<file path="src/rtl/pbe_pkg.sv">
// shared constants, types and arithmetic helpers for the billboard expander
package pbe_pkg;

  // pool and frame limits
  localparam int POOL_SLOTS = 4096;
  localparam int QUAD_LIMIT = 4096;
  localparam int ADDR_W     = $clog2(POOL_SLOTS);
  localparam int QCNT_W     = $clog2(QUAD_LIMIT + 1);

  // vector component width entering the normalizer (33-bit differences)
  localparam int CW = 33;

  // hint too short below 1.0e-8 in Q4.60
  localparam logic [63:0] RIGHT_EPS_Q60 = 64'd11529215046;

  // configuration register indexes
  localparam logic [1:0] CFG_CAM_X = 2'd0;
  localparam logic [1:0] CFG_CAM_Y = 2'd1;
  localparam logic [1:0] CFG_CAM_Z = 2'd2;

  // status of the normalizer
  typedef struct packed {
    logic done;
    logic ok;
  } unit_rsp_t;

  // round a Q.60 product to Q.30, ties away from zero
  function automatic logic signed [63:0] round30(input logic signed [63:0] v);
    logic [63:0] m;
    logic [63:0] r;
    m = v[63] ? (64'd0 - 64'(v)) : 64'(v);
    r = (m + 64'd536870912) >> 30;
    round30 = v[63] ? -$signed(r) : $signed(r);
  endfunction

  // clamp to signed 32 bits
  function automatic logic [31:0] sat32(input logic signed [35:0] v);
    if (v > 36'sd2147483647) begin
      sat32 = 32'h7FFF_FFFF;
    end else if (v < -36'sd2147483648) begin
      sat32 = 32'h8000_0000;
    end else begin
      sat32 = v[31:0];
    end
  endfunction

endpackage

</file>
<file path="src/rtl/pbe_unit3.sv">
// iterative vector normalizer: shift, sum of squares, bitwise sqrt, restoring divide
module pbe_unit3 (
  input  logic                         clk,
  input  logic                         rst_n,
  input  logic                         start,
  input  logic signed [pbe_pkg::CW-1:0] c_x,
  input  logic signed [pbe_pkg::CW-1:0] c_y,
  input  logic signed [pbe_pkg::CW-1:0] c_z,
  output pbe_pkg::unit_rsp_t           rsp,
  output logic signed [31:0]           u_x,
  output logic signed [31:0]           u_y,
  output logic signed [31:0]           u_z
);

  localparam logic [2:0] U_IDLE = 3'd0;
  localparam logic [2:0] U_NORM = 3'd1;
  localparam logic [2:0] U_SQ   = 3'd2;
  localparam logic [2:0] U_SQRT = 3'd3;
  localparam logic [2:0] U_DIV  = 3'd4;
  localparam int CW_TOP = pbe_pkg::CW - 1;

  logic [2:0]  state_r;
  logic [32:0] m_r [3];
  logic        neg_r [3];
  logic [1:0]  idx_r;
  logic [4:0]  cnt_r;
  logic [62:0] sum_r;
  logic [62:0] res_r;
  logic [31:0] len_r;
  logic [31:0] rem_r;
  logic [30:0] dv_r;
  logic [30:0] q_r;
  logic [31:0] u_r [3];
  logic        done_r;
  logic        ok_r;

  // magnitudes of the incoming vector
  logic [32:0] ma_x, ma_y, ma_z;
  assign ma_x = c_x[CW_TOP] ? (33'd0 - 33'(c_x)) : 33'(c_x);
  assign ma_y = c_y[CW_TOP] ? (33'd0 - 33'(c_y)) : 33'(c_y);
  assign ma_z = c_z[CW_TOP] ? (33'd0 - 33'(c_z)) : 33'(c_z);

  // largest component for the normalizing shift
  logic [32:0] mx;
  always_comb begin
    mx = m_r[0];
    if (m_r[1] > mx) mx = m_r[1];
    if (m_r[2] > mx) mx = m_r[2];
  end

  // shared datapath pieces
  logic [59:0] sq;
  logic [62:0] bitv;
  logic [62:0] trial;
  logic [32:0] dtry;
  logic [30:0] qn;
  logic        qbit;
  assign sq    = 60'(m_r[idx_r][29:0]) * 60'(m_r[idx_r][29:0]);
  assign bitv  = 63'd1 << {cnt_r, 1'b0};
  assign trial = res_r + bitv;
  assign dtry  = {rem_r, dv_r[30]};
  assign qbit  = (dtry >= {1'b0, len_r});
  assign qn    = {q_r[29:0], qbit};

  always_ff @(posedge clk) begin
    if (!rst_n) begin
      state_r <= U_IDLE;
      done_r  <= 1'b0;
      ok_r    <= 1'b0;
    end else begin
      done_r <= 1'b0;
      case (state_r)
        U_IDLE: begin
          if (start) begin
            m_r[0]  <= ma_x;
            m_r[1]  <= ma_y;
            m_r[2]  <= ma_z;
            neg_r[0] <= c_x[CW_TOP];
            neg_r[1] <= c_y[CW_TOP];
            neg_r[2] <= c_z[CW_TOP];
            if (ma_x == 33'd0 && ma_y == 33'd0 && ma_z == 33'd0) begin
              done_r <= 1'b1;
              ok_r   <= 1'b0;
            end else begin
              state_r <= U_NORM;
            end
          end
        end
        // bring the largest magnitude to exactly 30 bits
        U_NORM: begin
          if (mx[32:30] != 3'd0) begin
            m_r[0] <= m_r[0] >> 1;
            m_r[1] <= m_r[1] >> 1;
            m_r[2] <= m_r[2] >> 1;
          end else if (!mx[29]) begin
            m_r[0] <= m_r[0] << 1;
            m_r[1] <= m_r[1] << 1;
            m_r[2] <= m_r[2] << 1;
          end else begin
            state_r <= U_SQ;
            idx_r   <= 2'd0;
            sum_r   <= '0;
          end
        end
        // sum of squares, one component a cycle
        U_SQ: begin
          sum_r <= sum_r + 63'(sq);
          if (idx_r == 2'd2) begin
            state_r <= U_SQRT;
            cnt_r   <= 5'd31;
            res_r   <= '0;
          end else begin
            idx_r <= idx_r + 2'd1;
          end
        end
        // floor square root, one result bit a cycle
        U_SQRT: begin
          if (sum_r >= trial) begin
            sum_r <= sum_r - trial;
            res_r <= (res_r >> 1) + bitv;
          end else begin
            res_r <= res_r >> 1;
          end
          if (cnt_r == 5'd0) begin
            state_r <= U_DIV;
            len_r   <= (sum_r >= trial) ? 32'((res_r >> 1) + bitv) : 32'(res_r >> 1);
            idx_r   <= 2'd0;
            cnt_r   <= 5'd30;
            rem_r   <= m_r[0][32:1];
            dv_r    <= {m_r[0][0], 30'd0};
          end else begin
            cnt_r <= cnt_r - 5'd1;
          end
        end
        // mag * 2^30 / len, one quotient bit a cycle
        U_DIV: begin
          rem_r <= qbit ? 32'(dtry - {1'b0, len_r}) : dtry[31:0];
          dv_r  <= dv_r << 1;
          q_r   <= qn;
          if (cnt_r == 5'd0) begin
            u_r[idx_r] <= neg_r[idx_r] ? (32'd0 - 32'(qn)) : 32'(qn);
            if (idx_r == 2'd2) begin
              state_r <= U_IDLE;
              done_r  <= 1'b1;
              ok_r    <= 1'b1;
            end else begin
              idx_r <= idx_r + 2'd1;
              cnt_r <= 5'd30;
              rem_r <= m_r[idx_r + 2'd1][32:1];
              dv_r  <= {m_r[idx_r + 2'd1][0], 30'd0};
            end
          end else begin
            cnt_r <= cnt_r - 5'd1;
          end
        end
        default: state_r <= U_IDLE;
      endcase
    end
  end

  assign rsp.done = done_r;
  assign rsp.ok   = ok_r;
  assign u_x = u_r[0];
  assign u_y = u_r[1];
  assign u_z = u_r[2];

endmodule

</file>
<file path="config.mk">
export PLATFORM = sky130hd
export DESIGN_NAME = pbe_unit3
export DESIGN_NICKNAME = d
export VERILOG_FILES = /design/src/rtl/pbe_pkg.sv /design/src/rtl/pbe_unit3.sv
export SDC_FILE = /design/constraint.sdc
export NUM_CORES = 2
export LEC_CHECK = 0
export ABC_AREA = 1
export BUFFER_PORTS_ARGS = -buffer_cell sky130_fd_sc_hd__clkbuf_2
export CELL_PAD_IN_SITES_DETAIL_PLACEMENT = 0
export CELL_PAD_IN_SITES_GLOBAL_PLACEMENT = 1
export CORE_ASPECT_RATIO = 0.75
export CORE_UTILIZATION = 53
export DETAILED_ROUTE_END_ITERATION = 8
export PLACE_DENSITY = 0.9
export SYNTH_ARGS = -nofsm -noshare
export SYNTH_HDL_FRONTEND = slang
export SYNTH_SLANG_ARGS = --single-unit
</file>
<file path="constraint.sdc">
create_clock -name clk -period 13.5 [get_ports clk]
set_input_delay 0.675 -clock clk [delete_from_list [all_inputs] [get_ports clk]]
set_output_delay 0.675 -clock clk [all_outputs]
set_load 0.005 [all_outputs]
</file>
======== Word level (Yosys, flattened, before mapping) ========
Memories as Yosys holds them, arrays and structs flattened. A register that Yosys moved wholly into a read port is not among the register bits.
Index checks and enable logic that the tools add are counted.
storage, ports and cells
  flip-flop bits (word level) ............. 263
  bits in writable memories ............... 198
  input bits .............................. 102
  output and inout port bits .............. 98
  memories ................................ 3
operators by class
  $add $sub $neg .......................... 11
  multipliers ............................. 1
  $lt $le $gt $ge ......................... 4
  equality and inequality tests ........... 16
  shift operators ......................... 1
  mux-type cells .......................... 78
  bitwise gates (word level) .............. 6
  reductions and logical operators ........ 23
memory list
  name   depth  width  rd ports  clocked after Yosys merged registers in  wr ports  RTL line         text
  m_r    3      33     5         1                                        3         pbe_unit3.sv:23  logic [32:0] m_r [3];
  u_r    3      32     3         0                                        1         pbe_unit3.sv:33  logic [31:0] u_r [3];
  neg_r  3      1      1         1                                        3         pbe_unit3.sv:24  logic neg_r [3];
operator list
  cell                                                                  count
  33-bit 2-to-1 mux                                                     11
  63-bit 2-to-1 mux                                                     5
  32-bit 2-to-1 mux                                                     6
  63-bit case mux with 3 select lines                                   1
  63-bit case mux with 2 select lines                                   1
  33-bit logical NOT                                                    3
  1-bit by 33-bit subtractor with 33-bit output (first input constant)  3
  31-bit 2-to-1 mux                                                     3
  33-bit > comparator                                                   2
  32-bit case mux with 2 select lines                                   1
  62-bit by 63-bit adder with 63-bit output                             1
  63-bit by 60-bit adder with 63-bit output                             1
  63-bit adder                                                          1
  63-bit >= comparator                                                  1
  1-bit by 6-bit left shift with 63-bit output (first input constant)   1
  63-bit subtractor                                                     1
  31-bit case mux with 2 select lines                                   1
  30-bit by 30-bit multiplier with 60-bit output                        1
  33-bit by 32-bit >= comparator with 1-bit output                      1
  1-bit by 31-bit subtractor with 32-bit output (first input constant)  1
  32-bit subtractor                                                     1
  1-bit 2-to-1 mux                                                      25
  3-bit 2-to-1 mux                                                      8
  5-bit 2-to-1 mux                                                      4
  other kinds (26)                                                      56

======== Longest topological paths before layout ========
  depth after elaboration ................. 11
  mapped depth ............................ 41
  depth with buffers taken out ............ 37

======== Least setup slack after synthesis ========
Ideal clock, no wire load.
  kind .................................... flip-flop to flip-flop
  from .................................... register cnt_r[0]
  to ...................................... register sum_r[0] (enable)
  arrival ................................. 7.821 ns
  data required time ...................... 12.978 ns
  slack ................................... 5.157 ns
  stages on the path, launching flop included .. 32
  buffers on the path ..................... 2
  cells stage by stage .................... edfxtp_1 -> inv_1 -> ha_1 -> nand2_1 -> nor2_1 -> ha_1 -> ha_1 -> nand2_1 -> a21oi_1 -> o21ai_0 -> o21ai_0 -> nand2_1 -> o21ai_0 -> a21oi_1 -> o21ai_0 -> nand3_1 -> o211ai_1 -> a21oi_1 -> xor2_1 -> ha_1 -> nand2_1 -> nor2_1 -> inv_1 -> nor2_1 -> inv_1 -> nor3_1 -> nand4_1 -> nand3_1 -> buf_4 -> buf_2 -> nand2_1 -> a31oi_1
on the way
  longest elaborated chain between the ends .. 5
ends and longest elaborated chain
  item                                          RTL line          text
  start: declaration                            pbe_unit3.sv:26   logic [4:0] cnt_r;
  start signal: assignment                      pbe_unit3.sv:132  cnt_r <= cnt_r - 5'd1;
  start signal: assignment                      pbe_unit3.sv:153  cnt_r <= cnt_r - 5'd1;
  1-bit by 6-bit left shift with 63-bit output  pbe_unit3.sv:59   assign bitv = 63'd1 << {cnt_r, 1'b0};
  63-bit adder                                  pbe_unit3.sv:60   assign trial = res_r + bitv;
  63-bit >= comparator                          pbe_unit3.sv:118  if (sum_r >= trial) begin
  2-bit inequality test (no source line)        n/a
  5-bit AND reduction (no source line)          n/a
  end signal: assignment                        pbe_unit3.sv:107  sum_r <= sum_r + 63'(sq);
  end signal: assignment                        pbe_unit3.sv:119  sum_r <= sum_r - trial;
  end: declaration                              pbe_unit3.sv:27   logic [62:0] sum_r;
Every way passes these cells.
A chain may end at the register's enable or synchronous reset.

==> results.json <==
{
  "core_region_area_sq_mm": 0.120,
  "cts_setup_buffers": 0,
  "cp-endpoint": "sum_r[56]$_DFFE_PP_",
  "worst_pin_slew_ps": 1170,
  "drive_gt1_share_pct": 5.57,
  "grt_pass1_vias": 55900,
  "start_util_pct": 53.5,
  "routedWlPerCell_um": 22.2,
  "cts.clk_slew.worst_paths_ps": 70,
  "slowest_stage": "clkinv_1",
  "arrival_ps": 10430,
  "cp-start-kind": "flip-flop",
  "worst-setup-path-type": "reg -> reg",
  "fin_skew_ps": 73.2,
  "fin_setup_tns_ps": 0,
  "grt_pass1_wl_um": 340000,
  "postSynthAreaPerCell_sq_um": 7.70,
  "r2r_slack_ps": 3390,
  "drc": 0,
  "cts_tree": "yes",
  "slew_violations": 0,
  "r2r-end": "sum_r[56]$_DFFE_PP_",
  "dieArea_sq_mm": 0.123,
  "run_status": "completed",
  "drt_pass1_iterations": 7,
  "ant_nets": 0,
  "post_cts_resized": 0,
  "cts.sinks": 433,
  "io_buffers": 199,
  "worstHoldPathType": "in -> reg",
  "grt_start_max_net_pins": 84,
  "ys_seq_area_share_pct": 20.1,
  "layout.nets": 9791,
  "synth_area_sq_mm": 0.0642,
  "areaGrowthSynthToFinish_pct": 6.82,
  "setup_violations": 0,
  "clock_path_buffers": 3,
  "dieHeight_um": 303,
  "syn_nets": 9690,
  "cp-end-kind": "flip-flop",
  "rsz0062_at_grt": "false",
  "cp.required_ps": 13820,
  "routabilityCongestion": 1.07,
  "rr_worst_depth": 29,
  "synth_seq_cells": 433,
  "ys.flop_type": "edfxtp_1",
  "vias_per_cell": 5.70,
  "crit_fanout": 55,
  "antenna_found_initial": 4,
  "hold_start": "c_z[0]",
  "synth_edf_count": 426,
  "htreeDepth": 2,
  "rows": 110,
  "relSlewSlack_pct": 21.7,
  "cpMostUsedCell": "fa_1",
  "vias": 57600,
  "wl_um": 224000,
  "fin_crit_sh_pct": 74.9,
  "cp_slowest_stage_delay_ps": 1060,
  "grt_overflow": 0,
  "max-cap-violations": 0,
  "drt_iter0_drc": 6592,
  "holdBufCountCts": 0,
  "min_period_ps": 10110,
  "synthArstFlopShare_pct": 0,
  "yosysWarningCount": 0,
  "ioPinCount": 200,
  "clk_root_buffer_cell": "clkbuf_16",
  "dp_hpwl_um": 186000,
  "grtUsageTotal_pct": 36.7,
  "syn_inst": 8340,
  "cts-buffers-inserted": 48,
  "max_freq_mhz": 98.9,
  "hold_viol": 0,
  "clk-insertion-delay-late_ps": 650,
  "yosys.cell_types.count": 62,
  "die_w_um": 404
}
## synthesized netlist by cell type, drive strengths merged, types with 58 or more instances
master,number,area share (%)
nand3,240,1.9
fa,752,23
xor2,126,1.7
o21ai,598,4.7
a21oi,586,4.8
inv,1704,10
a22oi,67,0.78
buf,67,0.65
clkbuf,156,0.91
edfxtp,426,20
ha,496,9.7
nand4,58,0.57
xnor2,114,1.6
nand2,1486,8.7
nor3,65,0.52
nor2,1042,6.1
## per-stage QoR
step | cell area (sq um) | util [%] | std cells | setup WS, ps | hold WS, ps
after floorplan | 64200 | - | 8340 | 5160 | 426
after global placement | 66900 | 55.8 | 10000 | 3910 | 432
after detailed placement | 66900 | 55.8 | 10000 | 3690 | 446
after CTS | 68600 | 57.2 | 10100 | 3610 | 408
after global routing | 68600 | 57.2 | 10100 | 3000 | 433
final | 68600 | 57.2 | 10100 | 3390 | 431
## how the worst min path moves through the flow
stage                               to  slack, ps  depth (start not counted)
2_1_floorplan         q_r[1]$_DFFE_PP_        430                          0
3_3_place_gp          q_r[1]$_DFFE_PP_        430                          0
3_5_place_dp          q_r[1]$_DFFE_PP_        450                          0
4_1_cts        m_r[2][0]$_SDFFCE_PP0P_        410                          3
5_1_grt        m_r[2][0]$_SDFFCE_PP0P_        430                          3
6_report       m_r[2][0]$_SDFFCE_PP0P_        430                          3
## routing by layer
layer | GRT usage [%] | vias up | routed length [um]
met4 | 11.4 | 4 | 8330
met3 | 7.68 | 392 | 23600
met1 | 52.4 | 27700 | 96300
met5 | 0 | - | 27
li1 | - | 26700 | -
met2 | 55.8 | 2775 | 95800
## registers in the layout, indices dropped and copies added, names as in the netlist, named ones only
signal	count
rem_r	32
len_r	32
state_r	3
idx_r	2
sum_r	63
q_r	30
neg_r	3
res_r	63
u_r	96
m_r	99
done_r	1
cnt_r	5
dv_r	1
ok_r	1
## cells by family (layout without fill, tap and decap cells)
family	Yosys count	after routing	share of synthesized area, %
AO/OA/AOI/OAI	1493	1493	13.1
XOR/XNOR	240	240	3.27
adder cells (fa/ha/maj)	1248	1248	33.1
buffers and inverters	1935	2076	11.6
flip-flops	433	433	20.1
other	0	1	0
AND/OR/NAND/NOR	2991	2991	18.9
## area by class of cell
| class | instances | area, sq um |
|---|---|---|
| inverters | 1712 | 6430 |
| diodes | 1 | 2.50 |
| flip-flops and latches | 433 | 12900 |
| clock buffers | 51 | 1210 |
| multi-input cells | 5972 | 44000 |
| clock inverters | 39 | 452 |
| fillers | 11300 | 51400 |
| well taps | 1624 | 2030 |
| repair buffers | 274 | 1560 |
## critical path: cells and delay by family (launching register included)
family,cells,cell delay (ps)
AO/OA/AOI/OAI,5,1240
adder cells (fa/ha/maj),9,4280
buffers and inverters,7,1810
flip-flops,1,510
AND/OR/NAND/NOR,8,1910
## layout by cell type (no fill, tap or decap), types with 7 or more instances in the layout
| cell | n |
|---|---|
| edfxtp_1 | 426 |
| inv_2 | 7 |
| clkinv_2 | 7 |
| ha_1 | 495 |
| nor3_1 | 60 |
| a21boi_0 | 14 |
| a21o_1 | 28 |
| nand2_2 | 8 |
| a221oi_1 | 8 |
| o21ai_0 | 548 |
| xnor2_1 | 114 |
| bufinv_16 | 7 |
| a21oi_2 | 43 |
| o211ai_1 | 33 |
| o21a_1 | 26 |
| nand3b_1 | 25 |
| o221ai_1 | 8 |
| buf_4 | 75 |
| o22ai_1 | 11 |
| o21bai_1 | 27 |
| inv_1 | 1697 |
| a22oi_1 | 67 |
| fa_1 | 752 |
| nor2_1 | 1033 |
| or2_2 | 30 |
| a21oi_1 | 541 |
| nand4_1 | 57 |
| nand2_1 | 1476 |
| clkinv_1 | 21 |
| a31oi_1 | 51 |
| nor4_1 | 32 |
| and3_1 | 9 |
| nand3_1 | 237 |
| o21ai_1 | 45 |
| clkbuf_16 | 48 |
| clkbuf_2 | 199 |
| xor2_1 | 126 |
Power is not shown: default switching activity piles up to over one toggle a cycle in this logic, so the estimate is an artifact.
